<file path="config.mk">
export PLATFORM = sky130hd
export DESIGN_NAME = credit_based_shaper_core
export DESIGN_NICKNAME = d
export VERILOG_FILES = /design/src/rtl/cbs_pkg.sv /design/src/rtl/cbs_div.sv /design/src/rtl/credit_based_shaper_core.sv
export SDC_FILE = /design/constraint.sdc
export NUM_CORES = 2
export LEC_CHECK = 0
export ABC_AREA = 0
export CORE_MARGIN = 4
export CORE_UTILIZATION = 38
export DETAILED_ROUTE_END_ITERATION = 6
export DONT_BUFFER_PORTS = 1
export GPL_ROUTABILITY_DRIVEN = 0
export HOLD_SLACK_MARGIN = 0.06
export PLACE_DENSITY = 0.52
export SYNTH_ARGS = -nofsm -noshare
export SYNTH_HDL_FRONTEND = slang
export SYNTH_HIERARCHICAL = 1
export SYNTH_SLANG_ARGS = --single-unit
export TNS_END_PERCENT = 20
</file>
<file path="constraint.sdc">
create_clock -name clk_i -period 13.6 [get_ports clk_i]
set_input_delay 0.68 -clock clk_i [delete_from_list [all_inputs] [get_ports clk_i]]
set_output_delay 0.68 -clock clk_i [all_outputs]
set_load 0.02 [all_outputs]
</file>
<file path="src/rtl/cbs_pkg.sv">
// ----------------------------------------------------------------------------
// cbs_pkg
// Shared types and constants of the credit-based shaper: event codes,
// register indexes, sequencer states and the divider request/response words.
// ----------------------------------------------------------------------------
package cbs_pkg;

  // event and time widths
  localparam int unsigned TimeW  = 48;
  localparam int unsigned RateW  = 32;
  localparam int unsigned CredW  = 32;
  localparam int unsigned TickW  = 16;
  localparam int unsigned BitsW  = 34;
  localparam int unsigned TicksW = 32;
  localparam int unsigned FramesW = 7;

  // rate-times-time results are capped at 2^33 bits
  localparam logic [BitsW-1:0] BitsCap = 34'h2_0000_0000;

  // divider geometry, one quotient bit a step
  localparam int unsigned DivW    = 48;
  localparam int unsigned DivCntW = $clog2(DivW + 1);

  localparam int unsigned DefaultQueueDepth = 64;

  typedef enum logic [1:0] {
    OP_ARRIVAL = 2'd0,
    OP_WAKEUP  = 2'd1,
    OP_TX_DONE = 2'd2,
    OP_REFRESH = 2'd3
  } opcode_e;

  typedef enum logic [1:0] {
    CFG_RESERVED_RATE = 2'd0,
    CFG_PORT_RATE     = 2'd1,
    CFG_TICK_LENGTH   = 2'd2,
    CFG_STRETCH_TIME  = 2'd3
  } cfg_idx_e;

  typedef enum logic [3:0] {
    ST_IDLE,
    ST_MUL_HI,
    ST_MUL_LO,
    ST_SUM,
    ST_UPD1,
    ST_UPD2,
    ST_DEN,
    ST_DIV_GO,
    ST_DIV_WAIT,
    ST_DONE
  } state_e;

  typedef struct packed {
    logic            start;
    logic [DivW-1:0] num;
    logic [DivW-1:0] den;
  } div_req_t;

  typedef struct packed {
    logic              busy;
    logic              done;
    logic [TicksW-1:0] quotient;
  } div_rsp_t;

endpackage

</file>
<file path="src/rtl/cbs_div.sv">
// ----------------------------------------------------------------------------
// cbs_div
// Iterative restoring divider: one quotient bit per cycle, then a rounded-up
// quotient saturated to 32 bits.
// ----------------------------------------------------------------------------
module cbs_div
  import cbs_pkg::*;
(
  input  logic     clk_i,
  input  logic     rst_ni,
  input  div_req_t req_i,
  output div_rsp_t rsp_o
);

  logic [DivW-1:0]    rem_q, rem_d;
  logic [DivW-1:0]    quo_q, quo_d;
  logic [DivW-1:0]    den_q;
  logic [DivCntW-1:0] cnt_q;
  logic               busy_q, done_q;
  logic [DivW:0]      rem_shift;
  logic [DivW:0]      rem_diff;
  logic [DivW:0]      quo_ceil;

  // one shift-subtract step
  always_comb begin
    rem_shift = {rem_q, quo_q[DivW-1]};
    rem_diff  = rem_shift - {1'b0, den_q};
    if (!rem_diff[DivW]) begin
      rem_d = rem_diff[DivW-1:0];
      quo_d = {quo_q[DivW-2:0], 1'b1};
    end else begin
      rem_d = rem_shift[DivW-1:0];
      quo_d = {quo_q[DivW-2:0], 1'b0};
    end
  end

  // control
  always_ff @(posedge clk_i or negedge rst_ni) begin
    if (!rst_ni) begin
      busy_q <= 1'b0;
      done_q <= 1'b0;
      cnt_q  <= '0;
    end else begin
      done_q <= 1'b0;
      if (req_i.start) begin
        busy_q <= 1'b1;
        cnt_q  <= DivCntW'(DivW);
      end else if (busy_q) begin
        cnt_q <= cnt_q - 1'b1;
        if (cnt_q == DivCntW'(1)) begin
          busy_q <= 1'b0;
          done_q <= 1'b1;
        end
      end
    end
  end

  // datapath
  always_ff @(posedge clk_i) begin
    if (req_i.start) begin
      rem_q <= '0;
      quo_q <= req_i.num;
      den_q <= req_i.den;
    end else if (busy_q) begin
      rem_q <= rem_d;
      quo_q <= quo_d;
    end
  end

  // round up and saturate
  always_comb begin
    quo_ceil = {1'b0, quo_q} + {{DivW{1'b0}}, (rem_q != '0)};
    rsp_o.busy = busy_q;
    rsp_o.done = done_q;
    if (quo_ceil[DivW:TicksW] != '0) rsp_o.quotient = '1;
    else                             rsp_o.quotient = quo_ceil[TicksW-1:0];
  end

`ifndef SYNTH
  a_no_start_busy: assert property (@(posedge clk_i) disable iff (!rst_ni)
    req_i.start |-> !busy_q) else $error("divider started while busy");
  a_done_after_busy: assert property (@(posedge clk_i) disable iff (!rst_ni)
    done_q |-> $past(busy_q)) else $error("divider done without a run");
  a_busy_count: assert property (@(posedge clk_i) disable iff (!rst_ni)
    busy_q |-> cnt_q != '0) else $error("divider busy with zero count");
`endif

endmodule

</file>
<file path="src/rtl/credit_based_shaper_core.sv">
// Sequence: an accepted word passes MUL_HI, MUL_LO, SUM, UPD1, UPD2 and DONE;
// DEN, DIV_GO and DIV_WAIT (the bit-serial divider run) come before DONE when a
// wakeup delay is computed. Throughput: one word at a time; the next word is taken
// once the sequencer is back in idle; the 32x32 multiplier is shared.
// Reset: asynchronous, active low; credit, times and count clear, tick length 1.
// ----------------------------------------------------------------------------
// credit_based_shaper_core
// Credit-based shaper for one reserved queue: per event credit update, send
// grant or wakeup timer, driven by a small sequencer over one multiplier.
// ----------------------------------------------------------------------------
module credit_based_shaper_core
  import cbs_pkg::*;
#(
  parameter int unsigned QueueDepth = DefaultQueueDepth
) (
  input  logic                clk_i,
  input  logic                rst_ni,
  // configuration
  input  logic                cfg_valid_i,
  output logic                cfg_ready_o,
  input  logic [1:0]          cfg_index_i,
  input  logic [31:0]         cfg_data_i,
  // event words
  input  logic                in_valid_i,
  output logic                in_stall_o,
  input  logic [1:0]          opcode_i,
  input  logic [TimeW-1:0]    now_time_i,
  input  logic [31:0]         tx_duration_i,
  // result words
  output logic                out_valid_o,
  input  logic                out_stall_i,
  output logic                send_frame_o,
  output logic                timer_start_o,
  output logic [TicksW-1:0]   timer_ticks_o,
  output logic                queue_cleared_o,
  output logic signed [CredW-1:0] credit_now_o,
  output logic signed [CredW-1:0] credit_peak_o,
  output logic [FramesW-1:0]  frames_waiting_o
);

  localparam int unsigned CntW = $clog2(QueueDepth + 1);
  localparam int unsigned ExtW = (CntW > FramesW) ? CntW : FramesW;

  function automatic logic [CredW-1:0] credit_sat(input logic [CredW-1:0] c,
                                                   input logic [BitsW-1:0] b,
                                                   input logic sub);
    logic signed [35:0] s;
    logic signed [35:0] cx;
    logic signed [35:0] bx;
    cx = $signed({{4{c[CredW-1]}}, c});
    bx = $signed({2'b00, b});
    s  = sub ? (cx - bx) : (cx + bx);
    if (s > 36'sd2147483647)       return 32'h7FFF_FFFF;
    else if (s < -36'sd2147483648) return 32'h8000_0000;
    else                           return s[CredW-1:0];
  endfunction

  state_e state_q, state_d;

  // configuration registers
  logic [RateW-1:0] rres_q, rport_q;
  logic [TickW-1:0] tick_q;
  logic [TickW-1:0] stretch_q;

  // shaper state
  logic [CredW-1:0] credit_q, peak_q;
  logic             tx_q;
  logic [TimeW-1:0] last_q, event_q;
  logic [CntW-1:0]  fc_q;

  // per-event working registers
  opcode_e          op_q;
  logic [TimeW-1:0] now_q;
  logic [31:0]      dur_q;
  logic             fwd_q;
  logic [TimeW-1:0] t_q;
  logic [RateW-1:0] rate_q;
  logic [TimeW-1:0] mhi_q;
  logic [63:0]      prod_q;
  logic [BitsW-1:0] bits_q;
  logic [DivW-1:0]  num_q, den_q;
  logic             send_q, timer_q, cleared_q;
  logic [TicksW-1:0] ticks_q;

  // output register
  logic              ov_q;
  logic              o_send_q, o_timer_q, o_clr_q;
  logic [TicksW-1:0] o_ticks_q;
  logic [CredW-1:0]  o_credit_q, o_peak_q;
  logic [ExtW-1:0]   o_fc_q;

  logic              in_acc, out_free;
  logic [TickW-1:0]  tick_eff;
  logic [RateW-1:0]  slope;
  logic [TimeW-1:0]  elapsed;
  logic              fwd_in;
  logic [31:0]       mul_a, mul_b;
  logic [63:0]       prod;
  logic [49:0]       bits_sum;
  logic [CredW-1:0]  c_add, c_sub, c_first, c_cur;
  logic [TimeW:0]    base;
  logic              u_send, u_timer, u_clr, u_drop;
  logic [DivW-1:0]   u_num;
  div_req_t          div_req;
  div_rsp_t          div_rsp;

  assign in_acc     = in_valid_i && !in_stall_o;
  assign in_stall_o = (state_q != ST_IDLE);
  assign cfg_ready_o = 1'b1;
  assign out_free   = !ov_q || !out_stall_i;
  assign tick_eff   = (tick_q == '0) ? TickW'(1) : tick_q;
  assign slope      = (rport_q > rres_q) ? (rport_q - rres_q) : '0;
  assign fwd_in     = (now_time_i >= last_q);
  assign elapsed    = now_time_i - last_q;

  // shared multiplier operand select
  always_comb begin
    mul_a = rate_q;
    mul_b = t_q[31:0];
    unique case (state_q)
      ST_MUL_HI: mul_b = {16'b0, t_q[TimeW-1:32]};
      ST_DEN: begin
        mul_a = (op_q == OP_TX_DONE) ? 32'd1 : rres_q;
        mul_b = {16'b0, tick_eff};
      end
      default: mul_b = t_q[31:0];
    endcase
  end
  assign prod = {32'b0, mul_a} * {32'b0, mul_b};

  // ceil(rate * t / 65536), capped
  assign bits_sum = {2'b0, mhi_q << 16} + {2'b0, prod_q[63:16]} +
                    {49'b0, (prod_q[15:0] != '0)};

  // credit adders
  assign c_add = credit_sat(credit_q, bits_q, 1'b0);
  assign c_sub = credit_sat(credit_q, bits_q, 1'b1);
  assign c_first = ($signed(c_add) > 0 && fc_q == '0 && !tx_q) ? '0 : c_add;
  assign c_cur   = fwd_q ? c_add : credit_q;

  // time base after a transmission
  assign base = ((last_q <= now_q) ? {1'b0, now_q} : {1'b0, last_q}) +
                {17'b0, dur_q};

  // decisions once the UPD1 credit update is applied
  always_comb begin
    u_send  = 1'b0;
    u_timer = 1'b0;
    u_clr   = 1'b0;
    u_drop  = 1'b0;
    u_num   = '0;
    if (op_q == OP_TX_DONE) begin
      if (fc_q != '0) begin
        if (credit_q[CredW-1]) begin
          u_timer = 1'b1;
          u_num   = {16'b0, dur_q};
        end else begin
          u_send = 1'b1;
        end
      end else if (credit_q != '0 && !credit_q[CredW-1]) begin
        u_clr = (event_q >= last_q);
      end else if (credit_q[CredW-1]) begin
        u_timer = 1'b1;
        u_num   = {15'b0, {1'b0, dur_q} + {17'b0, stretch_q}};
      end
    end else if (!tx_q && op_q != OP_REFRESH) begin
      if (!credit_q[CredW-1]) begin
        if (fc_q != '0) u_send = 1'b1;
        else            u_clr  = fwd_q;
      end else if (rres_q == '0) begin
        u_clr  = fwd_q;
        u_drop = 1'b1;
      end else begin
        u_timer = 1'b1;
        u_num   = {-credit_q, 16'b0};
      end
    end
  end

  // sequencer
  always_ff @(posedge clk_i or negedge rst_ni) begin
    if (!rst_ni) state_q <= ST_IDLE;
    else         state_q <= state_d;
  end

  always_comb begin
    state_d = state_q;
    unique case (state_q)
      ST_IDLE:     if (in_acc) state_d = ST_MUL_HI;
      ST_MUL_HI:   state_d = ST_MUL_LO;
      ST_MUL_LO:   state_d = ST_SUM;
      ST_SUM:      state_d = ST_UPD1;
      ST_UPD1:     state_d = ST_UPD2;
      ST_UPD2:     state_d = u_timer ? ST_DEN : ST_DONE;
      ST_DEN:      state_d = ST_DIV_GO;
      ST_DIV_GO:   state_d = ST_DIV_WAIT;
      ST_DIV_WAIT: if (div_rsp.done) state_d = ST_DONE;
      ST_DONE:     if (out_free) state_d = ST_IDLE;
      default:     state_d = ST_IDLE;
    endcase
  end

  // divider hookup
  always_comb begin
    div_req.start = (state_q == ST_DIV_GO);
    div_req.num   = num_q;
    div_req.den   = den_q;
  end

  cbs_div u_div (
    .clk_i  (clk_i),
    .rst_ni (rst_ni),
    .req_i  (div_req),
    .rsp_o  (div_rsp)
  );

  // configuration writes
  always_ff @(posedge clk_i or negedge rst_ni) begin
    if (!rst_ni) begin
      rres_q    <= '0;
      rport_q   <= '0;
      tick_q    <= TickW'(1);
      stretch_q <= '0;
    end else if (cfg_valid_i && cfg_ready_o) begin
      unique case (cfg_idx_e'(cfg_index_i))
        CFG_RESERVED_RATE: rres_q    <= cfg_data_i;
        CFG_PORT_RATE:     rport_q   <= cfg_data_i;
        CFG_TICK_LENGTH:   tick_q    <= cfg_data_i[TickW-1:0];
        CFG_STRETCH_TIME:  stretch_q <= cfg_data_i[TickW-1:0];
        default:           rres_q    <= rres_q;
      endcase
    end
  end

  // shaper state updates
  always_ff @(posedge clk_i or negedge rst_ni) begin
    if (!rst_ni) begin
      credit_q <= '0;
      peak_q   <= '0;
      tx_q     <= 1'b0;
      last_q   <= '0;
      event_q  <= '0;
      fc_q     <= '0;
    end else if (state_q == ST_UPD1) begin
      if (op_q == OP_TX_DONE) begin
        credit_q <= c_sub;
      end else begin
        if (credit_q[CredW-1] && fwd_q) credit_q <= c_first;
        if (op_q == OP_ARRIVAL && fc_q < CntW'(QueueDepth)) fc_q <= fc_q + 1'b1;
      end
    end else if (state_q == ST_UPD2) begin
      if (op_q == OP_TX_DONE) begin
        tx_q <= u_send;
        if (u_clr) credit_q <= '0;
        if (u_send) fc_q <= fc_q - 1'b1;
        last_q <= base[TimeW] ? '1 : base[TimeW-1:0];
      end else begin
        event_q <= now_q;
        if (fwd_q) last_q <= now_q;
        if (tx_q) begin
          credit_q <= c_cur;
          if ($signed(c_cur) > $signed(peak_q)) peak_q <= c_cur;
        end else begin
          if (u_send) begin
            fc_q <= fc_q - 1'b1;
            tx_q <= 1'b1;
          end
          if (u_clr) credit_q <= '0;
          if (u_drop) fc_q <= '0;
        end
      end
    end
  end

  // per-event datapath
  always_ff @(posedge clk_i) begin
    unique case (state_q)
      ST_IDLE: begin
        if (in_acc) begin
          op_q      <= opcode_e'(opcode_i);
          now_q     <= now_time_i;
          dur_q     <= tx_duration_i;
          fwd_q     <= fwd_in;
          send_q    <= 1'b0;
          timer_q   <= 1'b0;
          cleared_q <= 1'b0;
          ticks_q   <= '0;
          if (opcode_e'(opcode_i) == OP_TX_DONE) begin
            t_q    <= {16'b0, tx_duration_i};
            rate_q <= slope;
          end else begin
            t_q    <= fwd_in ? elapsed : '0;
            rate_q <= rres_q;
          end
        end
      end
      ST_MUL_HI: mhi_q  <= prod[TimeW-1:0];
      ST_MUL_LO: prod_q <= prod;
      ST_SUM: begin
        if ((t_q[TimeW-1:32] != '0 && mhi_q >= TimeW'(16'h8000)) ||
            bits_sum > {16'b0, BitsCap})
          bits_q <= BitsCap;
        else
          bits_q <= bits_sum[BitsW-1:0];
      end
      ST_UPD2: begin
        send_q    <= u_send;
        timer_q   <= u_timer;
        cleared_q <= u_drop;
        num_q     <= u_num;
      end
      ST_DEN:      den_q <= prod[DivW-1:0];
      ST_DIV_WAIT: if (div_rsp.done) ticks_q <= div_rsp.quotient;
      default:     ;
    endcase
  end

  // output register
  always_ff @(posedge clk_i or negedge rst_ni) begin
    if (!rst_ni) begin
      ov_q <= 1'b0;
    end else if (state_q == ST_DONE && out_free) begin
      ov_q <= 1'b1;
    end else if (ov_q && !out_stall_i) begin
      ov_q <= 1'b0;
    end
  end

  always_ff @(posedge clk_i) begin
    if (state_q == ST_DONE && out_free) begin
      o_send_q   <= send_q;
      o_timer_q  <= timer_q;
      o_ticks_q  <= ticks_q;
      o_clr_q    <= cleared_q;
      o_credit_q <= credit_q;
      o_peak_q   <= peak_q;
      o_fc_q     <= ExtW'(fc_q);
    end
  end

  assign out_valid_o      = ov_q;
  assign send_frame_o     = o_send_q;
  assign timer_start_o    = o_timer_q;
  assign timer_ticks_o    = o_ticks_q;
  assign queue_cleared_o  = o_clr_q;
  assign credit_now_o     = o_credit_q;
  assign credit_peak_o    = o_peak_q;
  assign frames_waiting_o = o_fc_q[FramesW-1:0];

`ifndef SYNTH
  a_fc_bound: assert property (@(posedge clk_i) disable iff (!rst_ni)
    fc_q <= CntW'(QueueDepth)) else $error("frame count beyond queue depth");
  a_grant_xor_timer: assert property (@(posedge clk_i) disable iff (!rst_ni)
    ov_q |-> !(o_send_q && o_timer_q)) else $error("grant and timer together");
  a_ticks_need_timer: assert property (@(posedge clk_i) disable iff (!rst_ni)
    (ov_q && !o_timer_q) |-> o_ticks_q == '0) else $error("ticks without timer");
  a_cleared_empty: assert property (@(posedge clk_i) disable iff (!rst_ni)
    (ov_q && o_clr_q) |-> o_fc_q == '0) else $error("cleared queue not empty");
`endif

endmodule
</file>
* Word level (Yosys, flattened, before mapping)
Index checks and enable logic that the tools add are counted.
** Storage, ports and cells
- Memory bits (read-only) :: 0
- Input bits :: 121
- Bits in writable memories :: 0
- Output and inout bits :: 109
- Bits in latches :: 0
- Memories kept :: 0
- Register bits after elaboration :: 967
** Cells by class
- Divide/modulo/power cells :: 0
- Shift-type cells :: 0
- Mux-type cells :: 95
- $lt $le $gt $ge :: 13
- Bitwise operators :: 3
- Add/subtract/negate cells :: 14
- Reduce and logical (&&, ||, !) cells :: 51
- Equal/unequal tests :: 23
- Multiply operators :: 1
** Operators by type and width (number)
- $mux 32 :: 23
- $mux 48 :: 12
- $pmux 32 s2 :: 2
- $ge 48x48->1 :: 2
- $gt 36x32->1 const B :: 2
- $lt 36x32->1 const B :: 2
- $mux 33 :: 2
- $gt 32x32->1 :: 2
- $mul 32x32->64 :: 1
- $mux 7 :: 8
- $add 49x1->50 :: 1
- $gt 50x34->1 const B :: 1
- $add 48x1->49 :: 1
- $add 48x32->49 :: 1
- $add 48x48->49 :: 1
- $sub 49x48->49 :: 1
- $ge 48x16->1 const B :: 1
- $le 48x48->1 :: 1
- $reduce_bool 48->1 :: 1
- $sub 48x48->48 :: 1
- $pmux 4 s10 :: 1
- $mux 1 :: 37
- $add 32x35->36 :: 1
- $sub 32x35->36 :: 1
- other kinds (42) :: 94

* Logic depth before layout (Yosys ltp)
- Depth in word-level cells :: 11
- Mapped depth :: 42

* Modules after synthesis
Netlist, hierarchy kept.
** Modules (own cells, without submodules)
- credit_based_shaper_core :: instances 1, area each 79692.7 µm², cells an instance 8361, seq. area each 23128.4 µm²
- cbs_div :: instances 1, area each 10019.6 µm², cells an instance 1056, seq. area each 4043.9 µm²

* Worst setup path before layout
OpenSTA, ideal clock, no wires.
- Path type :: reg2reg
- Start point :: register state_q[3]
- End point :: register prod_q[62] (data pin)
- Data arrival time :: 11.322 ns
- Path buffers :: 7
- Slack :: 2.019 ns
- Clock period less this slack :: 11.581 ns
- Stages on the path, launching flop included :: 41
- Cell sequence :: dfrtp_1 -> clkbuf_1 -> nand2b_1 -> or2_2 -> clkbuf_1 -> inv_1 -> clkbuf_1 -> clkbuf_1 -> clkbuf_1 -> buf_1 -> nand3_1 -> nand2_1 -> clkbuf_1 -> nand2_1 -> fa_1 -> inv_1 -> fa_1 -> inv_1 -> [... 5 more ...] -> inv_1 -> fa_1 -> fa_1 -> fa_1 -> ha_1 -> and4_1 -> nand3_1 -> a21oi_1 -> o21ai_0 -> a41o_1 -> a2111oi_0 -> o31ai_1 -> a31o_2 -> a21oi_1 -> a31oi_1 -> nand3_1 -> o21ai_0 -> xnor2_1
** On the way
- Word-level cells in the longest chain between the ends :: 3
- Elaborated cells between the ends (all ways) :: 5
- Those cells by class :: 1 x mul; 2 x eq/ne; 2 x mux
** Ends and longest elaborated chain
- start: declaration :: RTL line credit_based_shaper_core.sv:58 : state_e state_q, state_d;
- start signal: assignment :: RTL line credit_based_shaper_core.sv:183 : else state_q <= state_d;
- $eq 4x3->1 or $eq 4x1->1 (tied branches) :: RTL line credit_based_shaper_core.sv:120 : unique case (state_q)
- $pmux 32 s2 or $mux 32 (tied branches) :: RTL line credit_based_shaper_core.sv:120
- $mul 32x32->64 (*) :: RTL line credit_based_shaper_core.sv:129 : assign prod = {32'b0, mul_a} * {32'b0, mul_b};
- named net prod[62] :: RTL line credit_based_shaper_core.sv:98 : logic [63:0] prod;
- end signal: assignment :: RTL line credit_based_shaper_core.sv:298 : ST_MUL_LO: prod_q <= prod;
- end: declaration :: RTL line credit_based_shaper_core.sv:79 : logic [63:0] prod_q;
Mark *: on every way through the listed nets, which the timed path passes. The rest lies on a longest branch.
A chain may end at the register's enable or synchronous reset.

* Final worst setup path
- Start point :: register state_q[2]
- End point :: register prod_q[62] (data pin)
Same word-level chain as after synthesis.

==> results.py <==
metrics = {
    "worst_setup_path": {
        "cp-start-kind": "register",
        "critPathMaxStageDelay_ns": 0.97,
        "crit_type": "register to register",
        "crit_fanout": 31,
        "worstPathArrival_ns": 12.22,
        "cp_slowest_cell": "and2_0",
        "crit_top_cell": "fa_1",
        "crit_path_end_kind": "register",
        "cp_data_required_time_ns": 14.12,
    },
    "grt": {
        "gr-total-overflow": 0,
        "antenna_found_initial": 40,
        "grt_pass1_vias": 70200,
        "grt_pass1_wl_um": 462000,
        "grt.total_usage": 0.251,
        "grt_start_max_net_pins": 277,
    },
    "timing": {
        "setup_viol_count_final": 0,
        "min_period_over_period": 0.860,
        "finalMaxSlewViolations": 0,
        "tightest_slew_ns": 1.39,
        "period_needed_ns": 11.69,
        "finalHoldViolations": 0,
        "grt_setup_unrepaired": "false",
        "fin_tns_setup_ns": 0,
        "max_freq_mhz": 85.5,
        "skew_ns": 0.0643,
        "whs_ns": 0.120,
        "relSlewSlack": 0.0714,
    },
    "synthesis": {
        "synthCells": 9416,
        "syn_area_sq_um": 89700,
        "yosysWarnings": 6,
        "synth_nets": 11100,
        "syn_area_per_cell_sq_um": 9.53,
    },
    "floorplan": {
        "start_util": 0.382,
        "pin_count": 230,
        "die-area_sq_um": 244000,
        "die_y_um": 494,
        "rows": 178,
        "die_x_um": 494,
        "core_area_sq_um": 235000,
    },
    "clock_tree": {
        "cts_sinks": 967,
        "clk_path_buf_depth": 3,
        "post_cts_buffers": 0,
        "cts_htree_levels": 3,
        "clock-root-buffer": "clkbuf_16",
        "clk-insertion-delay-late_ns": 0.80,
        "clk_pin_slew_ns": 0.06,
        "cts_buffers": 112,
        "cts_tree": "yes",
    },
    "cells_and_area": {
        "drive_gt1_frac": 0.0581,
        "instances_no_fill": 12600,
        "nets": 11000,
        "fill_cells": 22900,
        "area_growth_pct": 9.40,
    },
    "job": {
        "cap_violations": 0,
    },
    "route": {
        "totalWireLength_um": 310000,
        "drc": 0,
        "drtAntennaViolNets": 0,
        "drtPass1Iterations": 6,
        "vias_per_cell": 5.58,
        "drtIter0Drc": 6809,
        "wl_per_cell_um": 24.5,
        "num_vias": 70400,
    },
    "min_path": {
        "hold_class": "input port to register",
    },
    "power_and_ir_drop": {
        "power_mw": 6.98,
        "ir_worst_vdd_uv": 105,
        "p_per_area_nw_per_um2": 71.1,
        "p_leak_nw": 41.8,
    },
    "placement": {
        "numPortBuffers": 0,
        "dp_cells": 12300,
        "dp_hpwl_um": 239000,
    },
    "outcome": {
        "outcome": "complete, no violations",
    },
}
[cell usage in the layout (no fill, tap or decap), drive strengths merged, types with 25 or more instances in the layout]
| cell type | instances |
|---|---|
| a211oi | 87 |
| a21o | 191 |
| a21oi | 448 |
| a22oi | 30 |
| a31oi | 35 |
| and2 | 90 |
| and3 | 79 |
| buf | 124 |
| clkbuf | 144 |
| clkinv | 43 |
| dfrtp | 276 |
| dfxtp | 48 |
| diode | 32 |
| dlygate4sd3 | 115 |
| edfxtp | 642 |
| fa | 903 |
| ha | 677 |
| inv | 1238 |
| mux2 | 147 |
| mux2i | 61 |
| nand2 | 1194 |
| nand2b | 59 |
| nand3 | 166 |
| nand4 | 85 |
| nor2 | 868 |
| nor2b | 51 |
| nor3 | 123 |
| nor4 | 79 |
| o2111ai | 25 |
| o211ai | 54 |
| o21a | 55 |
| o21ai | 365 |
| o21bai | 66 |
| o22ai | 52 |
| o31ai | 56 |
| or3 | 28 |
| xnor2 | 253 |
| xor2 | 128 |
[area by class of cell]
| class | count | area (sq um) | share of cell area |
|---|---|---|---|
| multi-input cells | 6783 | 56300 | 0.574 |
| flip-flops and latches | 967 | 27200 | 0.277 |
| inverters | 1235 | 4640 | 0.0473 |
| well taps | 3150 | 3940 | 0.0402 |
| clock buffers | 144 | 3010 | 0.0306 |
| repair buffers | 239 | 2150 | 0.0220 |
| clock inverters | 69 | 808 | 0.00824 |
| diodes | 32 | 80.1 | 0.000816 |
[power by group]
part | leakage [nW] | total (mW) | switching, mW | internal (mW)
Sequential | 9.17 | 3.23 | 0.0491 | 3.18
Combinational | 30.8 | 0.608 | 0.347 | 0.261
Clock | 1.84 | 3.14 | 1.32 | 1.82
[worst max-delay path, delay by kind of cell, from the launching register on]
family,cells,cell delay (ns)
buffers and inverters,6,1.02
adders and majority gates,9,4.42
and+or+nand+nor,9,2.54
xor gates and xnor gates,1,0.14
AOI/OAI and AO/OA,9,2.74
DFF,1,0.55
[registers in the layout, summed over array words and instances, names as in the netlist, 16 cells and up]
signal	count
credit_peak_o	32
u_div/rem_q	48
event_q	48
mhi_q	48
last_q	48
num_q	48
tick_q	16
bits_q	34
stretch_q	16
rres_q	32
ticks_q	32
dur_q	32
prod_q	64
timer_ticks_o	32
rate_q	32
u_div/den_q	48
peak_q	32
rport_q	32
credit_now_o	32
credit_q	32
den_q	48
now_q	48
u_div/quo_q	48
t_q	48
[per-layer routing]
metal	track usage	up-vias	wire, um
met2	0.378	3163	133000
met5	0	-	116
li1	-	31600	-
met1	0.353	35100	134000
met4	0.0959	18	13900
met3	0.0567	589	28800
[through the flow]
stage               cell area [sq um]  setup slack, ns   util
floorplan                       89700             2.02      -
CTS                             98000             2.07  0.417
global route                    98100             1.27  0.417
finish                          98100             1.91  0.418
detailed placement              93000             2.11  0.396
global placement                93000             2.34  0.396
[what timing repair did]
item                                   in CTS  in global routing
endpoints found under the hold margin     461                  0
hold buffers                              116                  0
resized for setup                           0                  0
[final timing paths]
check / from / endpoint / slack, ns / cells past startpoint
setup reg to reg: state_q[2] / prod_q[62] / 1.91 / 34
hold reg to reg: den_q[28] / u_div/den_q[28] / 0.41 / 0
min in group asynchronous: rst_ni / tick_q[0] / 1.03 / 1
max in group asynchronous: rst_ni / event_q[46] / 10.81 / 4
hold / removal: tx_duration_i[25] / t_q[25] / 0.12 / 2
setup / recovery: state_q[2] / prod_q[62] / 1.91 / 34
(Power assumes the default switching activity.)
